$ cat config.mk
export PLATFORM = sky130hd
export DESIGN_NAME = sli_cell
export DESIGN_NICKNAME = d
export VERILOG_FILES = /design/src/rtl/sli_pkg.sv /design/src/rtl/sli_cell.sv
export SDC_FILE = /design/constraint.sdc
export NUM_CORES = 1
export LEC_CHECK = 0
export ABC_AREA = 1
export BUFFER_PORTS_ARGS = -buffer_cell sky130_fd_sc_hd__buf_2
export CORE_ASPECT_RATIO = 0.8
export CORE_MARGIN = 10
export CORE_UTILIZATION = 30
export DETAILED_ROUTE_END_ITERATION = 10
export PLACE_DENSITY_LB_ADDON = 0.25
export SKIP_CTS_REPAIR_TIMING = 1
export SLEW_MARGIN = 10
export SYNTH_ARGS = -nofsm -noshare
export SYNTH_HDL_FRONTEND = slang
export SYNTH_SLANG_ARGS = --single-unit
export TNS_END_PERCENT = 30
$ cat constraint.sdc
create_clock -name clk -period 3 [get_ports clk]
set_clock_uncertainty 0.15 [all_clocks]
set_input_delay 0.3 -clock clk [delete_from_list [all_inputs] [get_ports clk]]
set_output_delay 0.3 -clock clk [all_outputs]
set_load 0.02 [all_outputs]
$ cat src/rtl/sli_pkg.sv
// ----------------------------------------------------------------------------
// sli_pkg: shared types and constants for the sorted list
// Operation and status codes, field widths, controller states and the
// structs that pass between the controller and the row of list cells.
// ----------------------------------------------------------------------------
`default_nettype none

package sli_pkg;

	// field widths
	localparam int OP_W     = 2;
	localparam int DATA_W   = 32;
	localparam int INDEX_W  = 7;
	localparam int STATUS_W = 2;
	localparam int POS_W    = 7;
	localparam int COUNT_W  = 8;

	// stream word widths, padded to whole bytes
	localparam int IN_BITS   = OP_W + DATA_W + INDEX_W;
	localparam int IN_TW     = ((IN_BITS + 7) / 8) * 8;
	localparam int OUT_BITS  = STATUS_W + POS_W + DATA_W + COUNT_W;
	localparam int OUT_TW    = ((OUT_BITS + 7) / 8) * 8;

	// operation codes
	localparam logic [OP_W-1:0] OP_INSERT = 2'd0;
	localparam logic [OP_W-1:0] OP_DELETE = 2'd1;
	localparam logic [OP_W-1:0] OP_READ   = 2'd2;
	localparam logic [OP_W-1:0] OP_NONE   = 2'd3;

	// status codes
	localparam logic [STATUS_W-1:0] ST_OK        = 2'd0;
	localparam logic [STATUS_W-1:0] ST_NOT_FOUND = 2'd1;
	localparam logic [STATUS_W-1:0] ST_FULL      = 2'd2;
	localparam logic [STATUS_W-1:0] ST_BAD_INDEX = 2'd3;

	// controller states
	localparam logic FSM_IDLE = 1'b0;
	localparam logic FSM_UPD  = 1'b1;

	// controller to cell
	typedef struct packed {
		logic            cmp_en;
		logic            upd_en;
		logic [OP_W-1:0] op;
	} cell_ctl_t;

	// cell to controller
	typedef struct packed {
		logic ins;
		logic del;
		logic rd;
	} cell_hit_t;

endpackage

`default_nettype wire

$ cat src/rtl/sli_cell.sv
// ----------------------------------------------------------------------------
// sli_cell: one slot of the sorted list
// Holds one entry and its valid bit. On the compare cycle it registers its
// flags against the broadcast value and index; on the update cycle it
// takes the new value, or the entry of its upper or lower neighbor.
// ----------------------------------------------------------------------------
`default_nettype none

module sli_cell
	import sli_pkg::*;
#(
	parameter int INDEX = 0
) (
	input  wire logic              clk,
	input  wire logic              arst_n,
	input  wire cell_ctl_t         ctl,
	input  wire logic [DATA_W-1:0] cmp_value,
	input  wire logic [INDEX_W-1:0] cmp_index,
	input  wire logic [DATA_W-1:0] upd_value,
	input  wire logic [DATA_W-1:0] prev_entry,
	input  wire logic              prev_valid,
	input  wire logic              prev_gt,
	input  wire logic              prev_eq,
	input  wire logic [DATA_W-1:0] next_entry,
	input  wire logic              next_valid,
	output logic [DATA_W-1:0]      entry,
	output logic                   valid,
	output logic                   gt,
	output logic                   eq,
	output cell_hit_t              hit,
	output logic [DATA_W-1:0]      rd_data
);

	logic [DATA_W-1:0] entry_q;
	logic              valid_q;
	logic              gt_q;
	logic              ge_q;
	logic              eq_q;
	logic              sel_q;

	// compare flags, taken when a word is accepted
	always_ff @(posedge clk or negedge arst_n) begin
		if (!arst_n) begin
			gt_q  <= 1'b0;
			ge_q  <= 1'b0;
			eq_q  <= 1'b0;
			sel_q <= 1'b0;
		end else if (ctl.cmp_en) begin
			// an empty slot counts as smaller than anything
			gt_q  <= !valid_q || (cmp_value > entry_q);
			ge_q  <= valid_q && (cmp_value >= entry_q);
			eq_q  <= valid_q && (cmp_value == entry_q);
			sel_q <= valid_q && (int'(cmp_index) == INDEX);
		end
	end

	// valid bit follows the data shifts
	always_ff @(posedge clk or negedge arst_n) begin
		if (!arst_n) begin
			valid_q <= 1'b0;
		end else if (ctl.upd_en) begin
			unique case (ctl.op)
				OP_INSERT: begin
					if (prev_gt) begin
						valid_q <= prev_valid;
					end else if (gt_q) begin
						valid_q <= 1'b1;
					end
				end
				OP_DELETE: begin
					if (ge_q) begin
						valid_q <= next_valid;
					end
				end
				default: begin
				end
			endcase
		end
	end

	// entry data: shift down on insert, up on delete
	always_ff @(posedge clk) begin
		if (ctl.upd_en) begin
			unique case (ctl.op)
				OP_INSERT: begin
					if (prev_gt) begin
						entry_q <= prev_entry;
					end else if (gt_q) begin
						entry_q <= upd_value;
					end
				end
				OP_DELETE: begin
					if (ge_q) begin
						entry_q <= next_entry;
					end
				end
				default: begin
				end
			endcase
		end
	end

	assign entry   = entry_q;
	assign valid   = valid_q;
	assign gt      = gt_q;
	assign eq      = eq_q;
	// first cell of each flag run marks the position
	assign hit.ins = gt_q && !prev_gt;
	assign hit.del = eq_q && !prev_eq;
	assign hit.rd  = sel_q;
	assign rd_data = sel_q ? entry_q : '0;

endmodule

`default_nettype wire

After elaboration in Yosys (flattened, before gate mapping) --
Index checks and enable logic that the tools add are counted.
Word-level totals: bits of input ports 145, flip-flop bits (word level) 37, output and inout bits 70, word-level logic and storage cells 34
Cells by class: magnitude comparators 2, mux-type cells 9, eq/ne operators 4, reductions and logical operators 13
Operators by type and width (number):
- $mux 32 | 4
- $pmux 32 s2 | 1
- $eq 32x32->1 | 1
- $ge 32x32->1 | 1
- $gt 32x32->1 | 1
- $logic_not 7->1 | 1
- $logic_and 1x1->1 | 5
- $reduce_and 4->1 | 1
- $logic_not 1->1 | 3
- $mux 1 | 3
- $ne 3x3->1 const B | 1
- $eq 2x1->1 const B | 1
- $logic_not 2->1 | 1
- $ne 2x2->1 const B | 1
- $pmux 1 s2 | 1
- $reduce_bool 2->1 | 1
- $logic_or 1x1->1 | 1

Longest topological paths before layout --
Gate-level depths: netlist (run 1).
word-level depth 3, depth in mapped cells 15, mapped depth without buffers 15

Least setup slack after synthesis (run 1) --
OpenSTA, ideal clock, no wires.
path type input to register, start point input ctl[1] in the netlist's numbering, end point register entry_q[0] (netlist: entry[0]), enable pin, arrival time 1.228 ns, library setup time 0.388 ns, path buffers 0, stages 5, setup slack 1.234 ns, data required time 2.462 ns, cell sequence inv_2 -> nand2_1 -> a21oi_1 -> o31ai_1 -> inv_1
Between the ends: cells in the longest elaborated chain, start to end 3, elaborated cells on any way between the ends 6, those cells by class eq/ne (3); reduce/logical (3)
RTL lines:
- from (decl) | RTL line sli_cell.sv:16 | input wire cell_ctl_t ctl,
- $eq 2x1->1 / $logic_not 2->1 (equally long branches) | RTL line sli_cell.sv:84 | unique case (ctl.op)
- $ne 2x2->1 (no source line), or another cell as far along
- $reduce_and 4->1 (no source line) (*)
- to (signal assigned) | RTL line sli_cell.sv:87 | entry_q <= prev_entry;
- to (signal assigned) | RTL line sli_cell.sv:89 | entry_q <= upd_value;
- to (signal assigned) | RTL line sli_cell.sv:94 | entry_q <= next_entry;
- to (decl) | RTL line sli_cell.sv:34 | logic [DATA_W-1:0] entry_q;
Mark *: on every way between the ends. The rest lies on a longest branch, timed or not. A chain may end at the register's enable or synchronous reset.

Worst setup path after layout (run 1) --
start point register sel_q, end point output rd_data[28]
Between the ends: cells in the longest elaborated chain, start to end 1
RTL lines:
- from (decl) | RTL line sli_cell.sv:39 | logic sel_q;
- from (signal assigned) | RTL line sli_cell.sv:53 | sel_q <= valid_q && (int'(cmp_index) == INDEX);
- $mux 32 | RTL line sli_cell.sv:111 | assign rd_data = sel_q ? entry_q : '0;
- to (decl) | RTL line sli_cell.sv:31 | output logic [DATA_W-1:0] rd_data
Every way passes these cells.

==> report_table.html, run 1 <==
<table>
<tr><th>Metric</th><th>Value</th></tr>
<tr><th colspan="2">Drt</th></tr>
<tr><td>Average wire per standard cell</td><td>14.5 um</td></tr>
<tr><td>Antenna Violating Nets Remaining</td><td>0</td></tr>
<tr><td>1st-pass router iterations</td><td>4</td></tr>
<tr><td>DRC viols</td><td>0</td></tr>
<tr><td>Vias after detailed routing</td><td>between 3000 and 4000</td></tr>
<tr><td>Detailed Route WL</td><td>about 11000 um</td></tr>
<tr><td>First-iteration detailed-routing DRC count</td><td>134</td></tr>
<tr><td>Via/cell ratio</td><td>4.34</td></tr>
<tr><th colspan="2">Setup path</th></tr>
<tr><td>Worst reg-to-reg path cell count</td><td>10</td></tr>
<tr><td>Worst path cell trace</td><td>buf_12, nand2_1, inv_1, buf_2</td></tr>
<tr><td>Startpoint types</td><td>flop</td></tr>
<tr><td>Delay contributed by the slowest stage of the critical path</td><td>0.70 ns</td></tr>
<tr><td>Cell with the largest stage delay on the worst path</td><td>dfrtp_1</td></tr>
<tr><td>Buf+Inv Stages, Crit Path</td><td>3</td></tr>
<tr><td>Required @ worst endpoint</td><td>2.55 ns</td></tr>
<tr><td>CP endpoint kind</td><td>output port</td></tr>
<tr><td>Arrival time at the worst endpoint</td><td>1.51 ns</td></tr>
<tr><td>Crit path max-delay family</td><td>flip-flops</td></tr>
<tr><td>Critical path fanouts, max</td><td>21</td></tr>
<tr><td>Setup Crit Path Kind</td><td>flop to output port</td></tr>
<tr><td>Launch point of the critical path</td><td>sel_q$_DFFE_PN0P_</td></tr>
<tr><td>Crit path depth</td><td>4</td></tr>
<tr><td>Launching point of the worst reg2reg path</td><td>entry[23]$_DFFE_PP_</td></tr>
<tr><th colspan="2">STA</th></tr>
<tr><td>Period utilization</td><td>between 60% and 70%</td></tr>
<tr><td>Max Slew Vio Count</td><td>0</td></tr>
<tr><td>Final sum of negative setup slack</td><td>0 ns</td></tr>
<tr><td>Final critical path time including I/O delays and setup</td><td>1.96 ns</td></tr>
<tr><td>Hold Violations, Final</td><td>0</td></tr>
<tr><td>Setup violation total in the final timing report</td><td>0</td></tr>
<tr><td>Setup repair after global routing missed its margin</td><td>no</td></tr>
<tr><td>Maximum frequency from static timing analysis</td><td>roughly 500 MHz</td></tr>
<tr><td>Worst-Margin Slew</td><td>0.919 ns</td></tr>
<tr><td>Setup WS post-layout</td><td>1.04 ns</td></tr>
<tr><td>Worst relative slew slack</td><td>38.5%</td></tr>
<tr><th colspan="2">Clock tree</th></tr>
<tr><td>CTS H-tree lvls</td><td>2</td></tr>
<tr><td>Clock tree from TritonCTS</td><td>yes</td></tr>
<tr><td>Root Buffer</td><td>clkbuf_16</td></tr>
<tr><td>Clock latency on the worst-skew pair</td><td>between 0.2 and 0.3 ns</td></tr>
<tr><td>Buffer levels on the longest clock path</td><td>2</td></tr>
<tr><td>Clock slew at the register clock pins of the worst setup and hold paths</td><td>0.06 ns</td></tr>
<tr><td>TritonCTS Buffers</td><td>5</td></tr>
<tr><td>Clock sinks</td><td>37</td></tr>
<tr><th colspan="2">Power</th></tr>
<tr><td>Leakage</td><td>2.67 nW</td></tr>
<tr><td>Maximum VDD drop</td><td>roughly 0.19 mV</td></tr>
<tr><td>Power per unit of standard cell area</td><td>roughly 360 nW/um2</td></tr>
<tr><th colspan="2">Yosys</th></tr>
<tr><td>Mean instance size in the synthesized netlist</td><td>7.20 um2</td></tr>
<tr><td>Seq/Total Area, Yosys</td><td>35.9%</td></tr>
<tr><td>Unique cell type count in the Yosys netlist</td><td>27</td></tr>
<tr><td>Number of warnings reported in the yosys synthesis log</td><td>0</td></tr>
<tr><td>Summed instance area of the synthesized netlist</td><td>between 3000 and 4000 um2</td></tr>
<tr><td>Instance count of the mapped netlist</td><td>420</td></tr>
<tr><td>Post-synth net total</td><td>597</td></tr>
<tr><td>Post-synthesis sequential element count</td><td>37</td></tr>
<tr><th colspan="2">Global route</th></tr>
<tr><td>Total global-route track usage</td><td>14.4%</td></tr>
<tr><td>Number of antenna violations at the first check in global routing</td><td>0</td></tr>
<tr><td>Via count of the first global-routing pass</td><td>3348</td></tr>
<tr><td>Pin count of the biggest net entering global routing</td><td>54</td></tr>
<tr><td>Global-route wire length before repair</td><td>16900 um</td></tr>
<tr><td>Global route overflow</td><td>0</td></tr>
<tr><th colspan="2">Run status</th></tr>
<tr><td>Result of the run</td><td>finished clean</td></tr>
<tr><th colspan="2">Final layout</th></tr>
<tr><td>Fill cell total of the finished layout</td><td>just over 1000</td></tr>
<tr><td>Antenna fix cells</td><td>0</td></tr>
<tr><td>Synth-to-layout area growth</td><td>45.3%</td></tr>
<tr><td>Commonest cells after routing, fill and taps aside</td><td>214 x buf_2, 134 x nand2_1, 79 x inv_1</td></tr>
<tr><td>Layout cells sized above 1</td><td>38.4%</td></tr>
<tr><td>Final layout net count</td><td>804</td></tr>
<tr><td>Leading cell type in the layout, fill and taps excluded</td><td>buf_2</td></tr>
<tr><th colspan="2">Worst hold path</th></tr>
<tr><td>Worst min-delay path category</td><td>input port to flop</td></tr>
<tr><td>Hold depth</td><td>2</td></tr>
<tr><td>Startpoint of the tightest hold check path</td><td>ctl[3]</td></tr>
<tr><th colspan="2">Placement</th></tr>
<tr><td>Worst-case setup slack after placement</td><td>1.04 ns</td></tr>
<tr><td>Port Buf Inserts</td><td>214</td></tr>
<tr><td>Final weighted congestion in routability-driven placement</td><td>0.813</td></tr>
<tr><td>Detailed Place HPWL</td><td>9380 um</td></tr>
<tr><th colspan="2">Floorplanning</th></tr>
<tr><td>Overall die area</td><td>about 15000 um2</td></tr>
<tr><td>Die height</td><td>roughly 110 um</td></tr>
<tr><td>Number of top-level pins</td><td>215</td></tr>
<tr><td>Chip width</td><td>about 130 um</td></tr>
<tr><td>Starting utilization of the core area</td><td>31.1%</td></tr>
<tr><td>Floorplan row count</td><td>32</td></tr>
<tr><td>Total core area</td><td>9730 um2</td></tr>
<tr><th colspan="2">Run</th></tr>
<tr><td>Max_cap viols</td><td>0</td></tr>
</table>
[layout make-up]
| cell class | instances | area, um2 | share of cell area (%) |
|---|---|---|---|
| Clock buffer | 7 | 153 | 3.47 |
| Clock inverter | 1 | 5.00 | 0.114 |
| Timing Repair Buffer | 219 | 1140 | 25.9 |
| Inverter | 82 | 308 | 7.01 |
| Multi-Input combinational cell | 282 | 1540 | 34.9 |
| Sequential cell | 37 | 1090 | 24.7 |
| Tap cell | 136 | 170 | 3.87 |
[where the power goes]
part           total [W]  switching [W]  internal, W
registers       0.000630      0.0000251     0.000605
clock network   0.000539       0.000188     0.000351
logic           0.000397       0.000223     0.000174
total            0.00157       0.000436      0.00113
[metal layers]
layer | wire (um) | share of wire, % | vias to the layer above | track usage [%]
li1 | - | - | 1748 | -
met1 | 4920 | 45 | 1424 | 17.2
met2 | 5260 | 48 | 137 | 25.2
met3 | 762 | 6.9 | 8 | 4.47
met4 | 97 | 0.88 | 0 | 3.37
met5 | 0 | 0 | - | 0
[registers in the layout (all words and copies together) (netlist names)]
signal  cells
entry      32
eq          1
ge_q        1
gt          1
sel_q       1
valid       1
[metrics by stage]
step | cells | hold slack, ns | power [W] | cell area, um2 | util [%]
finish | 764 | 0.0946 | 0.00157 | 4390 | 45.2
global route | 764 | 0.110 | 0.00167 | 4390 | 45.2
CTS | 763 | -0.327 | 0.00159 | 4380 | 45.0
detailed placement | 755 | -0.0289 | 0.00104 | 4230 | 43.4
global placement | 755 | -0.0304 | 0.00104 | 4230 | 43.4
floorplan | 420 | -0.146 | 0.000859 | 3020 | -
[cells in the mapped netlist]
| master | n | area (um2) |
|---|---|---|
| nand2_1 | 135 | 507 |
| inv_1 | 79 | 297 |
| nor2_1 | 39 | 146 |
| a31oi_1 | 33 | 206 |
| edfxtp_1 | 32 | 961 |
| ha_1 | 32 | 400 |
| a21oi_1 | 15 | 75.1 |
| buf_2 | 12 | 60.1 |
| dfrtp_1 | 5 | 125 |
| clkbuf_1 | 4 | 15.0 |
| nand3_1 | 4 | 20.0 |
| buf_4 | 3 | 22.5 |
| inv_2 | 3 | 11.3 |
| nand2_2 | 3 | 18.8 |
| o21a_1 | 3 | 22.5 |
| o21ai_0 | 3 | 15.0 |
| nand4_2 | 2 | 25.0 |
| nor2_2 | 2 | 12.5 |
| nor2_4 | 2 | 22.5 |
| o21ai_1 | 2 | 10.0 |
| a21o_1 | 1 | 7.51 |
| nand4_1 | 1 | 6.26 |
| nor3_1 | 1 | 5.00 |
| nor3_2 | 1 | 10.0 |
| nor4_1 | 1 | 6.26 |
| o21a_2 | 1 | 8.76 |
| o31ai_1 | 1 | 7.51 |
[worst reg2reg max path, stage by stage, from the launching register on]
cell	delay [ns]
edfxtp_1	0.37
inv_1	0.06
ha_1	0.30
nand2_2	0.08
nor2_4	0.12
nand4_2	0.11
nor2_2	0.16
nand4_2	0.13
o21a_1	0.13
nand2_1	0.06
inv_1	0.03
[final timing paths]
check	endpoint	slack [ns]
min	eq$_DFFE_PN0P_	0.09
min in group asynchronous	eq$_DFFE_PN0P_	0.22
max in group asynchronous	sel_q$_DFFE_PN0P_	2.35
max	rd_data[28]	1.04
min reg2reg	eq$_DFFE_PN0P_	0.40
max reg2reg	gt$_DFFE_PN0P_	1.21
[kinds of logic after synthesis]
logic type	count (synthesis)	share of synthesized area, %
buf+inv	101	13.4
fa+ha+maj	32	13.2
compound gates	59	11.7
simple gates	191	25.8
flops	37	35.9
No activity file was read; power rests on OpenSTA's default activity.
==> inputs of run 2 (changes only) <==
==> constraint.sdc (replaced) <==
create_clock -name clk -period 1.9 [get_ports clk]
set_clock_uncertainty 0.15 [all_clocks]
set_input_delay 0.19 -clock clk [delete_from_list [all_inputs] [get_ports clk]]
set_output_delay 0.19 -clock clk [all_outputs]
set_load 0.02 [all_outputs]
==> run 2 against run 1 <==
Compared with the run above: first-iteration DRC count fell by 9.7%; die area did not move; highest routed layer unchanged; sequential power rose by 57%; sequential cell count did not move; largest power group unchanged; critical path depth rose by 6; critical endpoint is now gt$_DFFE_PN0P_; clock-buffer cell count rose by 1; final cell count rose by 1.2%.
==> report_table.html, run 2 (synthesis gave the netlist of run 1 again) <==
<table>
<tr><th>Metric</th><th>Value</th></tr>
<tr><th colspan="2">Run status</th></tr>
<tr><td>Result of the run</td><td>finished clean (unchanged)</td></tr>
<tr><th colspan="2">Final layout</th></tr>
<tr><td>Commonest cells after routing, fill and taps aside</td><td>214 x buf_2, 134 x nand2_1, 78 x inv_1 (was 214 x buf_2, 134 x nand2_1, 79 x inv_1)</td></tr>
<tr><td>Antenna fix cells</td><td>0 (unchanged)</td></tr>
<tr><td>Final layout net count</td><td>813 (was 804)</td></tr>
<tr><td>Synth-to-layout area growth</td><td>47.5% (was 45.3%)</td></tr>
<tr><td>Number of flip-flops under the largest register name</td><td>32 (unchanged)</td></tr>
<tr><td>Fill cell total of the finished layout</td><td>1014 (was 1020)</td></tr>
<tr><td>Leading cell type in the layout, fill and taps excluded</td><td>buf_2 (unchanged)</td></tr>
<tr><td>Layout cells sized above 1</td><td>39.1% (was 38.4%)</td></tr>
<tr><td>Number of cells in the finished layout apart from fillers</td><td>773 (was 764)</td></tr>
<tr><th colspan="2">Clock tree</th></tr>
<tr><td>CTS H-tree lvls</td><td>2 (unchanged)</td></tr>
<tr><td>Clock latency on the worst-skew pair</td><td>0.28 ns (about the same)</td></tr>
<tr><td>Clock tree from TritonCTS</td><td>yes (unchanged)</td></tr>
<tr><td>TritonCTS Buffers</td><td>5 (unchanged)</td></tr>
<tr><td>Root Buffer</td><td>clkbuf_16 (unchanged)</td></tr>
<tr><td>Clock sinks</td><td>37 (unchanged)</td></tr>
<tr><td>Buffer levels on the longest clock path</td><td>2 (unchanged)</td></tr>
<tr><td>Clock slew at the register clock pins of the worst setup and hold paths</td><td>0.06 ns (about the same)</td></tr>
<tr><th colspan="2">Worst hold path</th></tr>
<tr><td>Hold depth</td><td>3 (was 2)</td></tr>
<tr><td>Worst Hold End</td><td>valid$_DFFE_PN0P_ (was eq$_DFFE_PN0P_)</td></tr>
<tr><td>Startpoint of the tightest hold check path</td><td>next_valid (was ctl[3])</td></tr>
<tr><td>Worst min-delay path category</td><td>input port to flop (unchanged)</td></tr>
<tr><th colspan="2">STA</th></tr>
<tr><td>Hold Violations, Final</td><td>0 (unchanged)</td></tr>
<tr><td>Final critical path time including I/O delays and setup</td><td>1.78 ns</td></tr>
<tr><td>Final sum of negative setup slack</td><td>0 ns (unchanged)</td></tr>
<tr><td>Period utilization</td><td>93.8%</td></tr>
<tr><td>Worst relative slew slack</td><td>76.3% (was 38.5%)</td></tr>
<tr><td>Max Slew Vio Count</td><td>0 (unchanged)</td></tr>
<tr><td>Worst hold margin</td><td>0.0645 ns (was 0.0946 ns)</td></tr>
<tr><td>Maximum frequency from static timing analysis</td><td>561 MHz</td></tr>
<tr><td>Setup violation total in the final timing report</td><td>0 (unchanged)</td></tr>
<tr><td>Worst-Margin Slew</td><td>0.352 ns (was 0.919 ns)</td></tr>
<tr><th colspan="2">Floorplanning</th></tr>
<tr><td>Floorplan row count</td><td>32 (unchanged)</td></tr>
<tr><td>Starting utilization of the core area</td><td>31.1% (unchanged)</td></tr>
<tr><td>Total core area</td><td>9730 um2 (unchanged)</td></tr>
<tr><td>Overall die area</td><td>14500 um2 (unchanged)</td></tr>
<tr><td>Die height</td><td>110 um (unchanged)</td></tr>
<tr><td>Number of top-level pins</td><td>215 (unchanged)</td></tr>
<tr><td>Chip width</td><td>132 um (unchanged)</td></tr>
<tr><th colspan="2">Setup path</th></tr>
<tr><td>Reg-to-reg critical path endpoint</td><td>gt$_DFFE_PN0P_ (unchanged)</td></tr>
<tr><td>Critical path fanouts, max</td><td>3 (was 21)</td></tr>
<tr><td>Arrival time at the worst endpoint</td><td>1.81 ns (was 1.51 ns)</td></tr>
<tr><td>Startpoint types</td><td>flop (unchanged)</td></tr>
<tr><td>R2r setup slk</td><td>0.12 ns (was 1.21 ns)</td></tr>
<tr><td>Worst reg-to-reg path cell count</td><td>10 (unchanged)</td></tr>
<tr><td>CP endpoint kind</td><td>flop (was output port)</td></tr>
<tr><td>Launching point of the worst reg2reg path</td><td>entry[23]$_DFFE_PP_ (unchanged)</td></tr>
<tr><td>Setup Crit Path Kind</td><td>flop to flop (was flop to output port)</td></tr>
<tr><td>Launch point of the critical path</td><td>entry[23]$_DFFE_PP_ (was sel_q$_DFFE_PN0P_)</td></tr>
<tr><td>Required @ worst endpoint</td><td>1.92 ns (was 2.55 ns)</td></tr>
<tr><th colspan="2">Placement</th></tr>
<tr><td>Final weighted congestion in routability-driven placement</td><td>0.825 (was 0.813)</td></tr>
<tr><td>Detailed Place HPWL</td><td>9550 um (was 9380 um)</td></tr>
<tr><td>Port Buf Inserts</td><td>214 (unchanged)</td></tr>
<tr><td>Placed insts</td><td>760 (was 755)</td></tr>
<tr><th colspan="2">Power</th></tr>
<tr><td>Maximum VDD drop</td><td>0.529 mV (was 0.191 mV)</td></tr>
<tr><td>Total Power</td><td>0.00245 W (was 0.00157 W)</td></tr>
<tr><td>Power per unit of standard cell area</td><td>548 nW/um2 (was 356 nW/um2)</td></tr>
<tr><td>Leakage</td><td>2.70 nW (was 2.67 nW)</td></tr>
<tr><th colspan="2">Global route</th></tr>
<tr><td>Met2 capacity usage during global routing</td><td>26.1% (was 25.2%)</td></tr>
<tr><td>Met1 layer usage reported by global route</td><td>17.2% (about the same)</td></tr>
<tr><td>Global-route wire length before repair</td><td>17300 um (was 16900 um)</td></tr>
<tr><td>M3 GR Usage</td><td>4.74% (was 4.47%)</td></tr>
<tr><td>Number of antenna violations at the first check in global routing</td><td>0 (unchanged)</td></tr>
<tr><td>Total global-route track usage</td><td>14.6% (was 14.4%)</td></tr>
<tr><td>Global route overflow</td><td>0 (unchanged)</td></tr>
<tr><td>Pin count of the biggest net entering global routing</td><td>46 (was 54)</td></tr>
<tr><td>GRT Max-Usage Layer</td><td>met2 (unchanged)</td></tr>
<tr><td>Via count of the first global-routing pass</td><td>3468 (was 3348)</td></tr>
<tr><th colspan="2">Drt</th></tr>
<tr><td>Average wire per standard cell</td><td>14.7 um (was 14.5 um)</td></tr>
<tr><td>Antenna Violating Nets Remaining</td><td>0 (unchanged)</td></tr>
<tr><td>DRC viols</td><td>0 (unchanged)</td></tr>
<tr><td>1st-pass router iterations</td><td>4 (unchanged)</td></tr>
<tr><td>Vias after detailed routing</td><td>3398 (was 3317)</td></tr>
<tr><td>First-iteration detailed-routing DRC count</td><td>121 (was 134)</td></tr>
<tr><td>Via/cell ratio</td><td>4.40 (was 4.34)</td></tr>
<tr><td>Detailed Route WL</td><td>11400 um (was 11000 um)</td></tr>
<tr><th colspan="2">Run</th></tr>
<tr><td>Max_cap viols</td><td>0 (unchanged)</td></tr>
</table>
-- run 2: through the flow --
step | worst slack, ns | cell area [um2] | util, %
4_1_cts | 0.0651 | 4400 | 45.2
2_1_floorplan | 0.137 | 3020 | -
6_report | 0.118 | 4460 | 45.8
3_5_place_dp | 0.0823 | 4260 | 43.8
3_3_place_gp | 0.149 | 4260 | 43.8
5_1_grt | -0.00736 | 4460 | 45.8
-- run 2: power breakdown --
part           total (W)  internal (W)  switching, W
clock network   0.000803      0.000489      0.000315
logic           0.000651      0.000288      0.000363
registers       0.000991      0.000954     0.0000367
total            0.00245       0.00173      0.000715
-- run 2: cell type report --
| type | instances | area (um2) | area share, % |
|---|---|---|---|
| sequential | 37 | 1090 | 24.3 |
| timing repair buffer | 228 | 1210 | 27.0 |
| inverter | 82 | 308 | 6.90 |
| multi-input combinational | 282 | 1550 | 34.8 |
| tap | 136 | 170 | 3.81 |
| clock buffer | 8 | 136 | 3.06 |
-- run 2: per-layer routing --
layer	routed length, um	up-vias
met3	933	4
met4	71	0
met1	4970	1479
met2	5420	146
li1	-	1769
met5	0	-
-- run 2: worst max-delay path by stage --
stage | slack [ns] | to | cells after the start
3_5_place_dp | 0.08 | gt$_DFFE_PN0P_ | 10
3_3_place_gp | 0.15 | gt$_DFFE_PN0P_ | 10
5_1_grt | -0.007 | gt$_DFFE_PN0P_ | 10
4_1_cts | 0.07 | gt$_DFFE_PN0P_ | 10
6_report | 0.12 | gt$_DFFE_PN0P_ | 10
2_1_floorplan | 0.14 | entry[0]$_DFFE_PP_ | 2
-- run 2: critical path, cell delays in order (launching register included) --
cell and delay (ns):
edfxtp_1 0.36, inv_1 0.05, ha_1 0.30, nand2_2 0.08, nor2_4 0.12, nand4_2 0.13
nor2_4 0.16, nand4_4 0.10, o21a_1 0.12, nand2_1 0.06, inv_1 0.04
==> inputs of run 3 (changes only) <==
--- a/config.mk
+++ b/config.mk
@@ -9,7 +9,8 @@
 export BUFFER_PORTS_ARGS = -buffer_cell sky130_fd_sc_hd__buf_2
 export CORE_ASPECT_RATIO = 0.8
 export CORE_MARGIN = 10
-export CORE_UTILIZATION = 30
+export CORE_UTILIZATION = 42
+export CTS_CLUSTER_DIAMETER = 40
 export DETAILED_ROUTE_END_ITERATION = 10
 export PLACE_DENSITY_LB_ADDON = 0.25
 export SKIP_CTS_REPAIR_TIMING = 1
==> run 3 against run 2 <==
Compared with the run above: combinational power shrank 1%; clock power shrank 23%; highest routed layer unchanged; critical path type unchanged; non-clock buffer count shrank 3; hold slack lost 0.016 ns; largest cell class unchanged.
==> report_table.html, run 3 (synthesis gave the netlist of run 1 again) <==
<table>
<tr><th>Metric</th><th>Value</th></tr>
<tr><th colspan="2">Power</th></tr>
<tr><td>Power per unit of standard cell area</td><td>521 nW/um2 (was 548 nW/um2)</td></tr>
<tr><td>Sequential Power Share</td><td>43.9% (was 40.5%)</td></tr>
<tr><td>Leakage</td><td>2.68 nW (was 2.70 nW)</td></tr>
<tr><td>Portion of total power attributed to combinational logic</td><td>28.5% (was 26.6%)</td></tr>
<tr><td>Clock Power Share</td><td>27.6% (was 32.9%)</td></tr>
<tr><td>Internal power component</td><td>0.00156 W (was 0.00173 W)</td></tr>
<tr><td>Switching portion of total power</td><td>30.6% (was 29.2%)</td></tr>
<tr><td>Maximum VDD drop</td><td>0.286 mV (was 0.529 mV)</td></tr>
<tr><td>Switching power</td><td>0.000691 W (was 0.000715 W)</td></tr>
<tr><th colspan="2">Clock tree</th></tr>
<tr><td>Clock sinks</td><td>37 (unchanged)</td></tr>
<tr><td>Clock latency on the worst-skew pair</td><td>0.29 ns (was 0.28 ns)</td></tr>
<tr><td>Clock slew at the register clock pins of the worst setup and hold paths</td><td>0.08 ns (was 0.06 ns)</td></tr>
<tr><td>TritonCTS Buffers</td><td>5 (unchanged)</td></tr>
<tr><td>Buffer levels on the longest clock path</td><td>2 (unchanged)</td></tr>
<tr><td>Root Buffer</td><td>clkbuf_8 (was clkbuf_16)</td></tr>
<tr><td>Clock tree from TritonCTS</td><td>yes (unchanged)</td></tr>
<tr><td>CTS H-tree lvls</td><td>2 (unchanged)</td></tr>
<tr><th colspan="2">Floorplanning</th></tr>
<tr><td>Chip width</td><td>115 um (was 132 um)</td></tr>
<tr><td>Number of top-level pins</td><td>215 (unchanged)</td></tr>
<tr><td>Total core area</td><td>6930 um2 (was 9730 um2)</td></tr>
<tr><td>Starting utilization of the core area</td><td>43.7% (was 31.1%)</td></tr>
<tr><td>Die height</td><td>95.9 um (was 110 um)</td></tr>
<tr><td>Overall die area</td><td>11000 um2 (was 14500 um2)</td></tr>
<tr><td>Floorplan row count</td><td>27 (was 32)</td></tr>
<tr><th colspan="2">STA</th></tr>
<tr><td>Final sum of negative setup slack</td><td>0 ns (unchanged)</td></tr>
<tr><td>Final critical path time including I/O delays and setup</td><td>1.77 ns (was 1.78 ns)</td></tr>
<tr><td>Period utilization</td><td>93.2% (was 93.8%)</td></tr>
<tr><td>Setup repair after global routing missed its margin</td><td>no</td></tr>
<tr><td>Maximum frequency from static timing analysis</td><td>565 MHz (was 561 MHz)</td></tr>
<tr><td>Max Slew Vio Count</td><td>0 (unchanged)</td></tr>
<tr><td>Worst relative slew slack</td><td>78.4% (was 76.3%)</td></tr>
<tr><td>Worst-Margin Slew</td><td>0.322 ns (was 0.352 ns)</td></tr>
<tr><td>Setup violation total in the final timing report</td><td>0 (unchanged)</td></tr>
<tr><td>Hold Violations, Final</td><td>0 (unchanged)</td></tr>
<tr><th colspan="2">Setup path</th></tr>
<tr><td>Crit path max-delay family</td><td>simple AND/OR/NAND/NOR gates (unchanged)</td></tr>
<tr><td>Required @ worst endpoint</td><td>1.94 ns (was 1.92 ns)</td></tr>
<tr><td>Crit path depth</td><td>10 (unchanged)</td></tr>
<tr><td>Arrival time at the worst endpoint</td><td>1.81 ns (about the same)</td></tr>
<tr><td>Worst path cell trace</td><td>inv_1, ha_1, nand2_1, nor2_4, nand4_2, nor2_2, nand4_2, o21a_1, nand2_1, inv_1 (was inv_1, ha_1, nand2_2, nor2_4, nand4_2, nor2_4, nand4_4, o21a_1, nand2_1, inv_1)</td></tr>
<tr><td>Buf+Inv Stages, Crit Path</td><td>2 (unchanged)</td></tr>
<tr><td>Setup Crit Path Kind</td><td>flop to flop (unchanged)</td></tr>
<tr><td>R2r setup slk</td><td>0.13 ns (was 0.12 ns)</td></tr>
<tr><td>Delay contributed by the slowest stage of the critical path</td><td>0.38 ns (was 0.36 ns)</td></tr>
<tr><td>Startpoint types</td><td>flop (unchanged)</td></tr>
<tr><td>CP endpoint kind</td><td>flop (unchanged)</td></tr>
<tr><td>Critical path fanouts, max</td><td>3 (unchanged)</td></tr>
<tr><td>Cell with the largest stage delay on the worst path</td><td>edfxtp_1 (unchanged)</td></tr>
<tr><td>Worst reg-to-reg path cell count</td><td>10 (unchanged)</td></tr>
<tr><th colspan="2">Drt</th></tr>
<tr><td>Antenna Violating Nets Remaining</td><td>0 (unchanged)</td></tr>
<tr><td>DRC viols</td><td>0 (unchanged)</td></tr>
<tr><td>First-iteration detailed-routing DRC count</td><td>182 (was 121)</td></tr>
<tr><td>Via/cell ratio</td><td>4.63 (was 4.40)</td></tr>
<tr><td>Average wire per standard cell</td><td>15.1 um (was 14.7 um)</td></tr>
<tr><td>1st-pass router iterations</td><td>4 (unchanged)</td></tr>
<tr><td>Detailed Route WL</td><td>10900 um (was 11400 um)</td></tr>
<tr><td>Vias after detailed routing</td><td>3336 (was 3398)</td></tr>
<tr><th colspan="2">Global route</th></tr>
<tr><td>Via count of the first global-routing pass</td><td>3361 (was 3468)</td></tr>
<tr><td>Total global-route track usage</td><td>18.2% (was 14.6%)</td></tr>
<tr><td>Number of antenna violations at the first check in global routing</td><td>0 (unchanged)</td></tr>
<tr><td>Global route overflow</td><td>0 (unchanged)</td></tr>
<tr><td>Pin count of the biggest net entering global routing</td><td>66 (was 46)</td></tr>
<tr><td>Global-route wire length before repair</td><td>16100 um (was 17300 um)</td></tr>
<tr><th colspan="2">Final layout</th></tr>
<tr><td>Leading cell type in the layout, fill and taps excluded</td><td>buf_2 (unchanged)</td></tr>
<tr><td>Antenna fix cells</td><td>0 (unchanged)</td></tr>
<tr><td>Synth-to-layout area growth</td><td>43.2% (was 47.5%)</td></tr>
<tr><td>Post-route design area</td><td>4330 um2 (was 4460 um2)</td></tr>
<tr><td>Layout cells sized above 1</td><td>39.1% (about the same)</td></tr>
<tr><td>Commonest cells after routing, fill and taps aside</td><td>214 x buf_2, 134 x nand2_1, 79 x inv_1 (was 214 x buf_2, 134 x nand2_1, 78 x inv_1)</td></tr>
<tr><td>Fill cell total of the finished layout</td><td>642 (was 1014)</td></tr>
<tr><td>Final layout net count</td><td>810 (was 813)</td></tr>
<tr><td>Number of flip-flops under the largest register name</td><td>32 (unchanged)</td></tr>
<tr><th colspan="2">Placement</th></tr>
<tr><td>Detailed Place HPWL</td><td>9070 um (was 9550 um)</td></tr>
<tr><td>Port Buf Inserts</td><td>214 (unchanged)</td></tr>
<tr><td>Cell Area, Placed</td><td>4190 um2 (was 4260 um2)</td></tr>
<tr><td>Final weighted congestion in routability-driven placement</td><td>0.816 (was 0.825)</td></tr>
<tr><th colspan="2">Run status</th></tr>
<tr><td>Result of the run</td><td>finished clean (unchanged)</td></tr>
<tr><th colspan="2">Worst hold path</th></tr>
<tr><td>Worst min-delay path category</td><td>input port to flop (unchanged)</td></tr>
<tr><td>Hold depth</td><td>3 (unchanged)</td></tr>
<tr><th colspan="2">Run</th></tr>
<tr><td>Max_cap viols</td><td>0 (unchanged)</td></tr>
</table>
[run 3: path summary, 6_finish.rpt]
check                                     from                end
hold reg to reg                 eq$_DFFE_PN0P_     eq$_DFFE_PN0P_
setup / recovery           entry[21]$_DFFE_PP_     gt$_DFFE_PN0P_
min in group asynchronous               arst_n     eq$_DFFE_PN0P_
max in group asynchronous               arst_n  sel_q$_DFFE_PN0P_
setup reg to reg           entry[21]$_DFFE_PP_     gt$_DFFE_PN0P_
hold / removal                      next_valid  valid$_DFFE_PN0P_
[run 3: final cells by class]
| cell class | count | area, um2 | area share, % |
|---|---|---|---|
| clock buffer | 7 | 96.3 | 2.23 |
| clock inverter | 1 | 5.00 | 0.116 |
| inverter | 82 | 308 | 7.11 |
| multi-input combinational | 282 | 1540 | 35.6 |
| sequential | 37 | 1090 | 25.1 |
| tap | 87 | 109 | 2.51 |
| timing repair buffer | 225 | 1180 | 27.3 |
[run 3: worst reg2reg max path, cell delays in order, from the launching register on]
cell and delay, ns:
edfxtp_1 0.38, inv_1 0.06, ha_1 0.30, nand2_1 0.09, nor2_4 0.10, nand4_2 0.11, nor2_2 0.14, nand4_2 0.12
o21a_1 0.13, nand2_1 0.06, inv_1 0.04
[run 3: metrics by stage]
step	cells	setup WS [ns]	hold slack (ns)	total power, W	util, %
3_5_place_dp	710	0.118	-0.137	0.00165	60.6
2_1_floorplan	420	0.137	-0.256	0.00136	-
3_3_place_gp	710	0.180	-0.138	0.00163	60.6
4_1_cts	718	0.106	-0.454	0.00227	62.0
5_1_grt	721	0.00704	0.0711	0.00239	62.5
6_report	721	0.129	0.0485	0.00226	62.5
[run 3: per-layer routing]
| layer | GRT usage (%) | vias up | wire length [um] |
|---|---|---|---|
| met5 | 0 | - | 0 |
| met1 | 20.8 | 1425 | 4460 |
| met2 | 32.0 | 143 | 5310 |
| li1 | - | 1764 | - |
| met3 | 6.72 | 4 | 1070 |
| met4 | 3.91 | 0 | 48 |
[run 3: power by group through the flow]
stage	Clock, W	Sequential, W	Combinational, W
final	0.000622	0.000990	0.000643
after floorplan	0	0.00106	0.000300
after detailed placement	0	0.00101	0.000643
after CTS	0.000631	0.000991	0.000646
after global routing	0.000668	0.000999	0.000725
after global placement	0	0.00101	0.000623
